--- config.mk ---
export PLATFORM = sky130hd
export DESIGN_NAME = dagl_ram
export DESIGN_NICKNAME = d
export VERILOG_FILES = /design/src/rtl/dagl_ram.sv
export SDC_FILE = /design/constraint.sdc
export NUM_CORES = 1
export LEC_CHECK = 0
export ABC_AREA = 1
export BUFFER_PORTS_ARGS = -buffer_cell sky130_fd_sc_hd__buf_2
export CAP_MARGIN = 20
export CORE_ASPECT_RATIO = 1.2
export CORE_UTILIZATION = 42
export DETAILED_ROUTE_END_ITERATION = 12
export PLACE_DENSITY = 0.56
export SLEW_MARGIN = 20
export SYNTH_ARGS = -nofsm -noshare
export SYNTH_HDL_FRONTEND = slang
export SYNTH_SLANG_ARGS = --single-unit
export TNS_END_PERCENT = 5
--- constraint.sdc ---
create_clock -name clk -period 5.7 [get_ports clk]
set_clock_uncertainty 0.15 [all_clocks]
set_input_delay 0.855 -clock clk [delete_from_list [all_inputs] [get_ports clk]]
set_output_delay 0.855 -clock clk [all_outputs]
set_load 0.01 [all_outputs]
--- src/rtl/dagl_ram.sv ---
`default_nettype none
module dagl_ram #(
    parameter int WIDTH = 8,
    parameter int DEPTH = 64
) (
    input  wire logic                                      clk,
    input  wire logic                                      we,
    input  wire logic [((DEPTH > 1) ? $clog2(DEPTH) : 1)-1:0] waddr,
    input  wire logic [WIDTH-1:0]                          wdata,
    input  wire logic [((DEPTH > 1) ? $clog2(DEPTH) : 1)-1:0] raddr,
    output logic      [WIDTH-1:0]                          rdata
);

    logic [WIDTH-1:0] mem [DEPTH];

    always_ff @(posedge clk)
    begin
        if (we)
        begin
            mem[waddr] <= wdata;
        end
        rdata <= mem[raddr];
    end

endmodule
`default_nettype wire

After elaboration in Yosys (flattened, before gate mapping). Memories as Yosys holds them, arrays and structs flattened. A register that Yosys moved wholly into a read port is not among the register bits. Cells that the tools add are included.

Mux-type cells: 2.

Operator list (number): $mux 1 (2).

Input bits: 22. Bits in writable memories: 512. Register bits: 0. Memories kept: 1. Logic and storage cells: 3.

Memories: mem (depth 64, width 8, read ports 1, clocked after Yosys merged registers in 1, wr ports 1, line 14) `logic [WIDTH-1:0] mem [DEPTH];`.

Depth between registers and ports, before layout.
Word-level depth: 2. Gate-level depth with buffers: 12. Gate-level depth less buffers: 9.

Worst setup path before layout. No wires, ideal clock.

Kind: input to register. From: in we. To: mem mem[48][0] (enable). Setup slack: 2.929 ns. Data required time: 5.155 ns. Buffers on the path: 1. Setup time: 0.395 ns. Arrival: 2.226 ns. Stages on the path: 3. Path through: clkbuf_1 -> nand4_1 -> nor4_1.

Cells in the longest elaborated chain, start to end: 2.

RTL lines: from (decl) (line 7) `input wire logic we,`; $mux 1 (line 18) `if (we)`; $mux 1 (not written as such) (line 20) `mem[waddr] <= wdata;`; to (decl) (line 14).

Every way passes these cells.

==> flow_summary.yaml <==
drt:
  drc: 1
  routed-wl-met3_microns: 3338
  wl_met2_microns: 25570
  vias: 13370
  drtIter0Drc: 1210
  highest_layer: "met5"
  via_per_inst: 5.379
  met1Wirelength_microns: 23310
  drt_pass1_iterations: 10
  ant_nets: 0
  drt_wl_total_microns: 53780
  wl_per_cell_microns: 21.64
clock_network:
  cts_hold_buf: 0
  clockRootBuffer: "clkbuf_16"
  htree_num_levels: 2
  clk_pin_slew_ps: 70
  postCtsSetupBuffers: 0
  cts_resized: 0
  cts_buffer_depth: 3
  clkSinkCount: 520
  cts_made_buffers: 50
  cts_tree: "built"
  worst_skew_pair.late_latency_ps: 580
global_routing:
  grt_pass1_vias: 13070
  grt_overflow: 0
  grt_max_degree: 199
  grt_usage_pct: 20.77
  antenna_found_initial: 4
  grt_pass1_wl_microns: 81500
setup_path:
  path_class: "in -> reg"
  critPathCaptureType: "register"
  cp_data_required_time_ps: 6080
  path_max_fanout: 131
  start_kind: "primary input"
  arrival_ps: 3410
status:
  violations: "DRC"
  run_status: "finished, violations left"
placed_design:
  portBuffers: 29
  place_congestion: 0.8274
  hpwl_microns: 29600
  place_area_sq_mm: 0.02174
power:
  p_leak_nw: 8.362
  ir_worst_vdd_mv: 0.2206
  seq_power_share_pct: 51.7
  power_frac_comb_pct: 5.9
  sw_frac_of_total_pct: 22.06
  power.internal_mw: 6.406
  clkPwrFrac_pct: 42.4
  p_sw_mw: 1.814
  powerDensity_mw_per_mm2: 350.3
run:
  drv_cap: 0
final_layout:
  final_common_cell: "nand2_1"
  final_nets: 1821
  fill_cells: 4481
  area_growth_pct: 9.968
  final_cell_mix: "648 x nand2_1, 512 x edfxtp_1, 439 x nand3_1, 56 x nor2_1, 51 x clkbuf_16"
  finalInstanceArea_sq_mm: 0.02347
  multiInputGateArea_sq_mm: 0.004946
  layout-drive-gt1-share_pct: 7.391
  seqCellArea_sq_mm: 0.01553
die:
  rows: 90
  die-area_sq_mm: 0.05172
  initial_core_util_pct: 42.49
  core_sq_mm: 0.05022
  die_x_microns: 207.8
  die_h_microns: 248.9
  io_pins: 30
timing:
  clock.fmax_mhz: 329.5
  min_period_ps: 3035
  finalCritPeriodShare_pct: 53.24
  worst_pin_slew_ps: 1366
  setup_viol: 0
  fin_setup_tns_ps: 0
  finalHoldWorstSlack_ps: 507.6
  hold_viol: 0
  rsz0062_at_grt: "false"
  report.final.slew_viol_count: 0
  slew_headroom_pct: 8.956
synth:
  yosys_warnings: 0
  synthesis.area_sq_mm: 0.02134
  ys_seq_area_share_pct: 72.80
  ys_ff_latch: 520
  synth_cells: 1805
  syn_nets: 1827
  synth_cell_type_count: 16
  post_synth.cell_area_avg_sq_um: 11.82
worst_hold_path:
  hp-class: "in -> reg"
-- registers in the layout (all words and copies together), names as in the netlist --
register  count
mem         512
rdata         8
-- Yosys cell counts (all sizes together) --
| master | instances | share of area, % |
|---|---|---|
| nand3 | 439 | 10 |
| edfxtp | 512 | 72 |
| buf | 98 | 3.5 |
| nor4 | 8 | 0.23 |
| inv | 12 | 0.23 |
| clkbuf | 15 | 0.26 |
| nor2 | 56 | 0.99 |
| nand2 | 648 | 11 |
| dfxtp | 8 | 0.75 |
| nand4 | 9 | 0.26 |
-- power groups by stage --
stage	logic [mW]	registers [mW]	clock network (mW)
after global placement	0.483	4.33	0
after floorplan	0.297	4.32	0
after global routing	0.529	4.25	3.66
after CTS	0.486	4.25	3.54
after detailed placement	0.485	4.33	0
final	0.483	4.25	3.49
-- final cells by class --
type / instances / share of cell area [%]
flip-flops and latches: 520 / 66.20
well taps: 644 / 3.434
inverters: 12 / 0.2346
diodes: 1 / 0.01066
clock inverters: 32 / 1.733
multi-input cells: 1160 / 21.08
repair buffers: 55 / 1.712
clock buffers: 61 / 5.598
-- cells by family (layout without fill, tap and decap cells) --
kind of cell | Yosys count | count (layout) | synth area share (%)
flops | 520 | 520 | 72.80
simple gates | 1160 | 1160 | 23.18
buf+inv | 125 | 160 | 4.022
other cells | 0 | 1 | 0
-- worst max-delay path, stage by stage --
cell      delay, ps
clkbuf_8        250
inv_6           800
buf_12          330
nand2_1          80
nand3_1          70
nand3_1         150
nand2_1         140
nand2_1          60
nand3_1         180
nand3_1         170
nand2_1          90
-- metal layers --
metal	GRT usage, %	up-vias
li1	-	6333
met3	3.795	95
met2	33.74	384
met5	0	-
met1	28.28	6552
met4	6.667	4
-- through the flow --
| step | setup WS (ps) | power [mW] | instances | util, % |
|---|---|---|---|---|
| floorplan | 2929 | 4.621 | 1805 | - |
| global placement | 2106 | 4.814 | 2391 | 43.29 |
| detailed placement | 2118 | 4.816 | 2391 | 43.29 |
| CTS | 2742 | 8.271 | 2484 | 46.72 |
| global route | 2519 | 8.441 | 2485 | 46.72 |
| finish | 2665 | 8.220 | 2485 | 46.72 |
-- worst paths after layout --
path | start | end | slack, ps | cells past startpoint
max reg2reg | mem[35][1] | rdata[1] | 4130 | 8
max | raddr[0] | rdata[7] | 2670 | 11
min reg2reg | mem[61][0] | rdata[0] | 680 | 8
min | raddr[5] | rdata[2] | 510 | 3
Power figures use the tool's default switching activity.
